### src/hdl/ddo_pkg.sv
// Types, constants and the arctangent table for the odometry block.
package ddo_pkg;

   localparam int DefCordicSteps = 16;
   localparam int MaxCordicSteps = 24;
   localparam int CsrAddrW = 3;
   localparam logic [23:0] ItwReset = 24'd65536;
   localparam logic signed [33:0] CordicGain = 34'sd652032874;
   localparam logic [23:0] InvTwoPiQ20 = 24'd166886;

   typedef enum logic [2:0] {
      ST_IDLE,
      ST_CORDIC,
      ST_LOAD,
      ST_MUL,
      ST_NEXT,
      ST_DONE
   } ddo_state_type;

   typedef enum logic [2:0] {
      OP_W,
      OP_T,
      OP_DH,
      OP_VC,
      OP_XD,
      OP_VS,
      OP_YD
   } ddo_op_type;

   localparam logic [0:0] REG_ITW = 1'b0;

   // atan(2^-i) in units where 2^32 is one full turn.
   function automatic logic [31:0] atan_units(input logic [4:0] idx);
      logic [31:0] r;
      begin
         case (idx)
            5'd0: r = 32'd536870912;
            5'd1: r = 32'd316933406;
            5'd2: r = 32'd167458907;
            5'd3: r = 32'd85004756;
            5'd4: r = 32'd42667331;
            5'd5: r = 32'd21354465;
            5'd6: r = 32'd10679838;
            5'd7: r = 32'd5340245;
            5'd8: r = 32'd2670163;
            5'd9: r = 32'd1335087;
            5'd10: r = 32'd667544;
            5'd11: r = 32'd333772;
            5'd12: r = 32'd166886;
            5'd13: r = 32'd83443;
            5'd14: r = 32'd41722;
            5'd15: r = 32'd20861;
            5'd16: r = 32'd10430;
            5'd17: r = 32'd5215;
            5'd18: r = 32'd2608;
            5'd19: r = 32'd1304;
            5'd20: r = 32'd652;
            5'd21: r = 32'd326;
            5'd22: r = 32'd163;
            5'd23: r = 32'd81;
            default: r = 32'd0;
         endcase
         return r;
      end
   endfunction

endpackage

### src/hdl/diff_drive_odometry.sv
// Differential-drive odometry: rates, CORDIC heading and bit-serial pose update.

// One beat on the request channel is taken while the block is idle; its result beat
// is formed by a CORDIC that does one rotation a cycle, then by one shift-and-add
// multiplier that consumes one multiplier bit a cycle and forms seven products in turn
// (turn rate, heading step, and the cosine and sine position steps). A finished
// result waits in its own output register, so a new request beat is taken while the
// previous result is still stalled. The pose resets to the origin with zero heading.
module diff_drive_odometry
   import ddo_pkg::*;
#(
   parameter int CORDIC_STEPS = DefCordicSteps
) (
   input  logic                 clock,
   input  logic                 reset,
   input  logic                 req_valid,
   output logic                 req_stall,
   input  logic signed [23:0]   req_vel_right,
   input  logic signed [23:0]   req_vel_left,
   input  logic [19:0]          req_time_step,
   output logic                 rsp_valid,
   input  logic                 rsp_stall,
   output logic signed [31:0]   rsp_x_position,
   output logic signed [31:0]   rsp_y_position,
   output logic [23:0]          rsp_heading,
   output logic signed [23:0]   rsp_linear_speed,
   output logic signed [23:0]   rsp_angular_rate,
   output logic                 rsp_stationary,
   input  logic                 csr_psel,
   input  logic                 csr_penable,
   input  logic                 csr_pwrite,
   input  logic [CsrAddrW-1:0]  csr_paddr,
   input  logic [31:0]          csr_pwdata,
   output logic [31:0]          csr_prdata,
   output logic                 csr_pready
);

   localparam logic [4:0] LastStep = 5'(CORDIC_STEPS - 1);

   ddo_state_type state_ff, state_in;
   ddo_op_type    op_ff, op_in;

   logic [23:0]          itw_ff, itw_in;
   logic signed [31:0]   px_ff, px_in, py_ff, py_in;
   logic [23:0]          ph_ff, ph_in;

   logic signed [23:0]   v_ff, v_in;
   logic signed [24:0]   diff_ff, diff_in;
   logic [19:0]          dt_ff, dt_in;
   logic                 still_ff, still_in;
   logic signed [23:0]   w_ff, w_in;

   logic signed [33:0]   cx_ff, cx_in, cy_ff, cy_in, cz_ff, cz_in;
   logic                 flip_ff, flip_in;
   logic [4:0]           ci_ff, ci_in;

   logic signed [63:0]   mcand_ff, mcand_in, acc_ff, acc_in;
   logic [23:0]          mpl_ff, mpl_in;
   logic [4:0]           mlen_ff, mlen_in, mcnt_ff, mcnt_in;
   logic                 msgn_ff, msgn_in;

   logic                 rv_ff, rv_in;
   logic signed [31:0]   ox_ff, ox_in, oy_ff, oy_in;
   logic [23:0]          oh_ff, oh_in;
   logic signed [23:0]   ov_ff, ov_in, ow_ff, ow_in;
   logic                 os_ff, os_in;

   // Scratch values of the combinational block.
   logic signed [24:0]   sum_v, ang;
   logic signed [33:0]   xs, ys, atn;
   logic signed [63:0]   addend, wide;
   logic signed [32:0]   psum;
   logic signed [31:0]   dpos, psat;
   logic                 req_acc, cfg_wr;

   assign req_acc    = req_valid && !req_stall;
   assign cfg_wr     = csr_psel && csr_penable && csr_pwrite && csr_pready;
   assign csr_pready = 1'b1;
   assign csr_prdata = (csr_paddr[2] == REG_ITW) ? {8'd0, itw_ff} : 32'd0;
   assign req_stall  = (state_ff != ST_IDLE);

   assign rsp_valid        = rv_ff;
   assign rsp_x_position   = ox_ff;
   assign rsp_y_position   = oy_ff;
   assign rsp_heading      = oh_ff;
   assign rsp_linear_speed = ov_ff;
   assign rsp_angular_rate = ow_ff;
   assign rsp_stationary   = os_ff;

   // Sequencer: intake, CORDIC rotations, serial products and result hand-over.
   always_comb begin
      state_in = state_ff;
      op_in    = op_ff;
      itw_in   = itw_ff;
      px_in    = px_ff;
      py_in    = py_ff;
      ph_in    = ph_ff;
      v_in     = v_ff;
      diff_in  = diff_ff;
      dt_in    = dt_ff;
      still_in = still_ff;
      w_in     = w_ff;
      cx_in    = cx_ff;
      cy_in    = cy_ff;
      cz_in    = cz_ff;
      flip_in  = flip_ff;
      ci_in    = ci_ff;
      mcand_in = mcand_ff;
      acc_in   = acc_ff;
      mpl_in   = mpl_ff;
      mlen_in  = mlen_ff;
      mcnt_in  = mcnt_ff;
      msgn_in  = msgn_ff;
      rv_in    = rv_ff && rsp_stall;
      ox_in    = ox_ff;
      oy_in    = oy_ff;
      oh_in    = oh_ff;
      ov_in    = ov_ff;
      ow_in    = ow_ff;
      os_in    = os_ff;

      sum_v  = 25'(req_vel_right) + 25'(req_vel_left);
      ang    = 25'(signed'(ph_ff));
      xs     = cx_ff >>> ci_ff;
      ys     = cy_ff >>> ci_ff;
      atn    = signed'({2'b00, atan_units(ci_ff)});
      addend = ((mcnt_ff == mlen_ff - 5'd1) && msgn_ff) ? -mcand_ff : mcand_ff;
      wide   = acc_ff >>> 16;
      dpos   = acc_ff[63:32];
      psum   = (op_ff == OP_XD) ? (33'(px_ff) + 33'(dpos)) : (33'(py_ff) + 33'(dpos));
      if (psum[32] != psum[31]) begin
         psat = psum[32] ? 32'sh8000_0000 : 32'sh7fff_ffff;
      end else begin
         psat = psum[31:0];
      end

      // Register write from the configuration port.
      if (cfg_wr && (csr_paddr[2] == REG_ITW)) begin
         itw_in = csr_pwdata[23:0];
      end

      case (state_ff)
         ST_IDLE: begin
            if (req_acc) begin
               v_in     = sum_v[24:1];
               diff_in  = 25'(req_vel_right) - 25'(req_vel_left);
               dt_in    = req_time_step;
               still_in = (req_vel_right == 24'sd0) && (req_vel_left == 24'sd0);
               // Fold the heading into plus or minus a quarter turn.
               flip_in  = 1'b0;
               if (ang > 25'sd4194304) begin
                  ang     = ang - 25'sd8388608;
                  flip_in = 1'b1;
               end else if (ang < -25'sd4194304) begin
                  ang     = ang + 25'sd8388608;
                  flip_in = 1'b1;
               end
               cz_in    = signed'({ang[24], ang, 8'd0});
               cx_in    = CordicGain;
               cy_in    = 34'sd0;
               ci_in    = 5'd0;
               state_in = ST_CORDIC;
            end
         end
         ST_CORDIC: begin
            // One rotation a cycle, direction from the sign of the residual angle.
            if (!cz_ff[33]) begin
               cx_in = cx_ff - ys;
               cy_in = cy_ff + xs;
               cz_in = cz_ff - atn;
            end else begin
               cx_in = cx_ff + ys;
               cy_in = cy_ff - xs;
               cz_in = cz_ff + atn;
            end
            ci_in = ci_ff + 5'd1;
            if (ci_ff == LastStep) begin
               op_in    = OP_W;
               state_in = ST_LOAD;
            end
         end
         ST_LOAD: begin
            // Operands of the next product; the previous product is still in acc.
            msgn_in = 1'b0;
            case (op_ff)
               OP_W: begin
                  mcand_in = 64'(diff_ff);
                  mpl_in   = itw_ff;
                  mlen_in  = 5'd24;
               end
               OP_T: begin
                  mcand_in = 64'(w_ff);
                  mpl_in   = 24'(dt_ff);
                  mlen_in  = 5'd20;
               end
               OP_DH: begin
                  mcand_in = acc_ff;
                  mpl_in   = InvTwoPiQ20;
                  mlen_in  = 5'd18;
               end
               OP_VC: begin
                  mcand_in = flip_ff ? -64'(cx_ff) : 64'(cx_ff);
                  mpl_in   = v_ff;
                  mlen_in  = 5'd24;
                  msgn_in  = 1'b1;
               end
               OP_VS: begin
                  mcand_in = flip_ff ? -64'(cy_ff) : 64'(cy_ff);
                  mpl_in   = v_ff;
                  mlen_in  = 5'd24;
                  msgn_in  = 1'b1;
               end
               OP_XD, OP_YD: begin
                  mcand_in = acc_ff >>> 14;
                  mpl_in   = 24'(dt_ff);
                  mlen_in  = 5'd20;
               end
               default: begin
                  mcand_in = 64'sd0;
                  mpl_in   = 24'd0;
                  mlen_in  = 5'd1;
               end
            endcase
            acc_in   = 64'sd0;
            mcnt_in  = 5'd0;
            state_in = ST_MUL;
         end
         ST_MUL: begin
            // One multiplier bit a cycle; the top bit of a signed multiplier weighs negative.
            if (mpl_ff[0]) begin
               acc_in = acc_ff + addend;
            end
            mcand_in = mcand_ff <<< 1;
            mpl_in   = mpl_ff >> 1;
            mcnt_in  = mcnt_ff + 5'd1;
            if (mcnt_ff == mlen_ff - 5'd1) begin
               state_in = ST_NEXT;
            end
         end
         ST_NEXT: begin
            state_in = ST_LOAD;
            case (op_ff)
               OP_W: begin
                  if (wide > 64'sd8388607) begin
                     w_in = 24'sh7f_ffff;
                  end else if (wide < -64'sd8388608) begin
                     w_in = 24'sh80_0000;
                  end else begin
                     w_in = wide[23:0];
                  end
                  op_in = OP_T;
               end
               OP_T: op_in = OP_DH;
               OP_DH: begin
                  ph_in = ph_ff + acc_ff[51:28];
                  op_in = OP_VC;
               end
               OP_VC: op_in = OP_XD;
               OP_XD: begin
                  px_in = psat;
                  op_in = OP_VS;
               end
               OP_VS: op_in = OP_YD;
               OP_YD: begin
                  py_in    = psat;
                  state_in = ST_DONE;
               end
               default: state_in = ST_IDLE;
            endcase
         end
         ST_DONE: begin
            // Hand the result to the output register once it is free.
            if (!rv_ff || !rsp_stall) begin
               rv_in    = 1'b1;
               ox_in    = px_ff;
               oy_in    = py_ff;
               oh_in    = ph_ff;
               ov_in    = v_ff;
               ow_in    = w_ff;
               os_in    = still_ff;
               state_in = ST_IDLE;
            end
         end
         default: state_in = ST_IDLE;
      endcase
   end

   // Control state and pose are cleared by reset; working registers are not.
   always_ff @(posedge clock) begin
      if (reset) begin
         state_ff <= ST_IDLE;
         op_ff    <= OP_W;
         itw_ff   <= ItwReset;
         px_ff    <= 32'sd0;
         py_ff    <= 32'sd0;
         ph_ff    <= 24'd0;
         rv_ff    <= 1'b0;
      end else begin
         state_ff <= state_in;
         op_ff    <= op_in;
         itw_ff   <= itw_in;
         px_ff    <= px_in;
         py_ff    <= py_in;
         ph_ff    <= ph_in;
         rv_ff    <= rv_in;
      end
   end

   always_ff @(posedge clock) begin
      v_ff     <= v_in;
      diff_ff  <= diff_in;
      dt_ff    <= dt_in;
      still_ff <= still_in;
      w_ff     <= w_in;
      cx_ff    <= cx_in;
      cy_ff    <= cy_in;
      cz_ff    <= cz_in;
      flip_ff  <= flip_in;
      ci_ff    <= ci_in;
      mcand_ff <= mcand_in;
      acc_ff   <= acc_in;
      mpl_ff   <= mpl_in;
      mlen_ff  <= mlen_in;
      mcnt_ff  <= mcnt_in;
      msgn_ff  <= msgn_in;
      ox_ff    <= ox_in;
      oy_ff    <= oy_in;
      oh_ff    <= oh_in;
      ov_ff    <= ov_in;
      ow_ff    <= ow_in;
      os_ff    <= os_in;
   end

endmodule

### config.mk
export PLATFORM = sky130hd
export DESIGN_NAME = diff_drive_odometry
export DESIGN_NICKNAME = d
export VERILOG_FILES = /design/src/hdl/ddo_pkg.sv /design/src/hdl/diff_drive_odometry.sv
export SDC_FILE = /design/constraint.sdc
export NUM_CORES = 2
export LEC_CHECK = 0
export BUFFER_PORTS_ARGS = -buffer_cell sky130_fd_sc_hd__clkbuf_2
export CORE_MARGIN = 5
export CORE_UTILIZATION = 55
export CTS_CLUSTER_DIAMETER = 30
export CTS_CLUSTER_SIZE = 10
export DETAILED_ROUTE_END_ITERATION = 10
export GPL_TIMING_DRIVEN = 0
export PLACE_DENSITY = 0.73
export RECOVER_POWER = 50
export SYNTH_ARGS = -nofsm -noshare
export SYNTH_HDL_FRONTEND = slang
export SYNTH_SLANG_ARGS = --single-unit
### constraint.sdc
create_clock -name clock -period 13.7 [get_ports clock]
set_clock_uncertainty 0.15 [all_clocks]
set_input_delay 0.685 -clock clock [delete_from_list [all_inputs] [get_ports clock]]
set_output_delay 0.685 -clock clock [all_outputs]
set_load 0.02 [all_outputs]
==> results.sh <==
export IMPL_status="finished, violations left"
export IMPL_violations="capacitance limit, slew limit"
export IMPL_max_freq_ghz=0.1196
export IMPL_dp_cells=6826
export IMPL_grt_util_met2_pct=62.36
export IMPL_leakage_nw=21.67
export IMPL_wl_um=190800
export IMPL_core_um2=88510
export IMPL_clock_root_buffer="clkbuf_16"
export IMPL_fin_tns_setup_ps=0
export IMPL_htree_levels=4
export IMPL_num_rows=109
export IMPL_grt_use_total_pct=38.64
export IMPL_postSynthCellCount=5380
export IMPL_arrival_ps=8770
export IMPL_die_w_um=308.8
export IMPL_report_final_slew_viol_count=211
export IMPL_pwr_share_seq_pct=21.5
export IMPL_nNetsFinal=6248
export IMPL_grt_use_met1_pct=47.07
export IMPL_worst_slack_ps=5338
export IMPL_place_ws_ps=5662
export IMPL_synth_top_family_by_area="compound AO/OA/AOI/OAI gates"
export IMPL_worstSetupStartpointType="register"
export IMPL_power_mw=12.96
export IMPL_vias=46920
export IMPL_end_kind="register"
export IMPL_cts_resized=0
export IMPL_required_ps=14110
export IMPL_drv_cap=7
export IMPL_synth_area_um2=49090
export IMPL_netlist_area_leader_share_pct=30.71
export IMPL_drt_iter0_markers=5745
export IMPL_hold_viol_final=0
export IMPL_yosysTopAreaCell="edfxtp_1"
export IMPL_syn_avg_cell_area_um2=9.124
export IMPL_grt_max_degree=70
export IMPL_start_util_pct=55.46
export IMPL_pwr_share_comb_pct=50.3
export IMPL_busiest_layer="met2"
export IMPL_drtAntennaViolNets=0
export IMPL_cts_buffers=150
export IMPL_area_growth_pct=16.68
export IMPL_internal_power_mw=7.475
export IMPL_cts_tree="built"
export IMPL_vdd_drop_max_uv=241.0
export IMPL_gp_congestion=1.026
export IMPL_grt_pass1_vias=44720
export IMPL_firstDrtPassIters=8
export IMPL_p_per_area_nw_per_um2=226.3
export IMPL_post_route_min_period_ps=8362
export IMPL_switching_share_pct=42.32
export IMPL_die_area_um2=95330
export IMPL_worstPathMaxFanout=10
export IMPL_detail_route_vias_per_cell=6.578
export IMPL_slew_headroom_pct=-36.86
export IMPL_postCtsSetupBuffers=0
export IMPL_hold_ws_ps=27.61
export IMPL_yosysWarnings=0
export IMPL_post_route_period_util_pct=61.04
export IMPL_drive_gt1_share_pct=9.742
export IMPL_antenna_found_initial=8
export IMPL_drt_wirelength_per_cell_um=26.75
export IMPL_synth_compound_area_share_pct=20.58
export IMPL_tightest_slew_ps=2053
export IMPL_placed_area_um2=52200
export IMPL_synth_main_ff_cell="edfxtp_1"
export IMPL_yosys_area_share_simple_pct=15.78
export IMPL_ys_seq_area_share_pct=36.79
export IMPL_yosys_area_share_adder_pct=7.942
export IMPL_ys_top_cells_by_area="edfxtp_1 31%, ha_1 7.3%, dfxtp_1 6.1%, a21oi_1 5.0%, xnor2_1 4.3%"
export IMPL_met3_usage_pct=8.106
export IMPL_fin_util_pct=64.71
export IMPL_io_pins=282
export IMPL_clkTransAtPathRegs_ps=50
export IMPL_ctsHoldBuffers=29
export IMPL_drc=0
export IMPL_grt_pass1_wl_um=279500
export IMPL_final_cell_area_um2=57270
export IMPL_fin_cells=7133
export IMPL_synth_mux_area_share_pct=6.795
export IMPL_cts_max_path_buffers=3
export IMPL_pwr_share_clk_pct=28.2
export IMPL_switchingPower_mw=5.485
export IMPL_dieHeight_um=308.8
export IMPL_clk_latency_ps=780
export IMPL_hp_class="in2reg"
export IMPL_ys_ff_latch=651
export IMPL_cts_sinks=651
export IMPL_yosys_area_share_xor_xnor_pct=7.884
export IMPL_dp_hpwl_um=144200
export IMPL_overflow=0
export IMPL_critical_path_class="reg2reg"
export IMPL_rsz0062_at_grt="false"
export IMPL_synth_edf_count=502
export IMPL_synthArstFlopShare_pct=0
export IMPL_setup_violations=0
export IMPL_io_buffer_count=261
export IMPL_yosysUniqueCellTypes=108
cells by family after synthesis:
kind of cell             after synthesis
adder cells (fa/ha/maj)              310
XOR/XNOR                             441
multiplexers                         218
AO/OA/AOI/OAI                       1591
AND/OR/NAND/NOR                     1671
flip-flops                           651
buffers and inverters                496
other                                  2
layout make-up:
cell class                      instances  area, µm²
Fill cell                            7352      31240
Multi-Input combinational cell       4240      29000
Sequential cell                       651      18060
Clock buffer                          182       4028
Timing Repair Buffer                  305       1489
Buffer                                333       1458
Tap cell                             1165       1458
Clock inverter                         90       1159
Inverter                              163      616.8
Antenna cell                            4      10.01
registers in the layout, indices dropped and copies added, names as in the netlist, 20 cells and up:
signal            flops
rsp_y_position       32
cx_ff                34
cy_ff                34
rsp_x_position       32
atn                  30
itw_ff               24
mcand_ff             64
diff_ff              25
ph_ff                24
dt_ff                20
cz_ff                34
px_ff                32
v_ff                 24
rsp_heading          24
rsp_angular_rate     24
rsp_linear_speed     24
py_ff                32
mpl_ff               24
w_ff                 24
acc_ff               64
layout by cell type, fill, tap and decap left out, drive strengths merged, types with 19 or more instances in the layout:
cell         synthesis  final
nand3               80     80
or2                 23     23
buf                 75     79
or3                 35     35
nand2              507    507
a22oi               34     34
dlygate4sd3          0     30
o22ai               43     43
and2                32     32
a221oi              36     36
o21a                47     47
mux4                84     84
mux2i               71     71
a21o               112    112
nor2b               75     75
o221ai              28     28
a22o                22     22
o21bai              49     49
edfxtp             502    502
clkbuf             258    711
a31oi               56     56
a21oi              491    491
nand4               44     44
nor4                44     44
and3                32     32
clkinv               3     38
nor3               135    135
xnor2              240    240
nand2b              54     54
mux2                63     63
xor2               201    201
nor3b               19     19
o21ai              366    366
o211ai              23     23
nor2               540    540
inv                160    181
dfxtp              149    149
ha                 286    286
a211oi              78     78
o31ai               41     41
power by group through the flow:
stage | sequential, mW | combinational [mW] | clock [mW]
3_3_place_gp | 2.81 | 6.20 | 0
3_5_place_dp | 2.80 | 6.28 | 0
5_1_grt | 2.79 | 7.03 | 3.78
4_1_cts | 2.76 | 6.36 | 3.66
2_1_floorplan | 2.66 | 4.74 | 0
6_report | 2.78 | 6.52 | 3.66
cells in the mapped netlist (all sizes together) (23+ instances only):
cell type	n
nor2	540
nand2	507
edfxtp	502
a21oi	491
o21ai	366
ha	286
clkbuf	258
xnor2	240
xor2	201
inv	160
dfxtp	149
nor3	135
a21o	112
mux4	84
nand3	80
a211oi	78
buf	75
nor2b	75
mux2i	71
mux2	63
a31oi	56
nand2b	54
o21bai	49
o21a	47
nand4	44
nor4	44
o22ai	43
o31ai	41
a221oi	36
or3	35
a22oi	34
and2	32
and3	32
o221ai	28
o211ai	23
or2	23
worst paths after layout:
kind / start / endpoint / cells past startpoint / slack [ps]
setup / recovery: ci_ff[0]$_DFFE_PP_ / cx_ff[32]$_SDFFCE_PN0P_ / 27 / 5340
hold reg to reg: still_ff$_DFFE_PP_ / rsp_stationary$_DFFE_PP_ / 0 / 270
hold / removal: csr_pwdata[8] / itw_ff[8]$_SDFFE_PP0P_ / 3 / 30
setup reg to reg: ci_ff[0]$_DFFE_PP_ / cx_ff[32]$_SDFFCE_PN0P_ / 27 / 5340
worst max-delay path, cell delays in order (launching register included):
cell      delay (ps)
edfxtp_1         370
buf_6            200
buf_6            200
buf_6            210
buf_6            240
buf_2            380
buf_1            860
mux4_2           470
nand2_1           90
a21oi_1           80
a311oi_2         560
and4_1           270
clkbuf_1         330
and3_1           310
a21oi_1          110
xnor2_1          250
ha_1             340
a21oi_1          150
o21ai_0          160
o311a_1          330
o21ai_0          180
nand2b_1          90
a221oi_1         570
o31ai_1          230
o211a_1          270
o31a_1           280
or3_1            310
a21oi_1          150
layer usage:
layer / wire length, µm / vias up / part of all wire [%]
met5: 13 / - / 0.0068
met4: 15280 / 4 / 8.0
met3: 18450 / 754 / 9.7
met2: 86070 / 2811 / 45
met1: 71000 / 22470 / 37
li1: - / 20880 / -
Note: power is estimated with default switching activity, not from simulation.
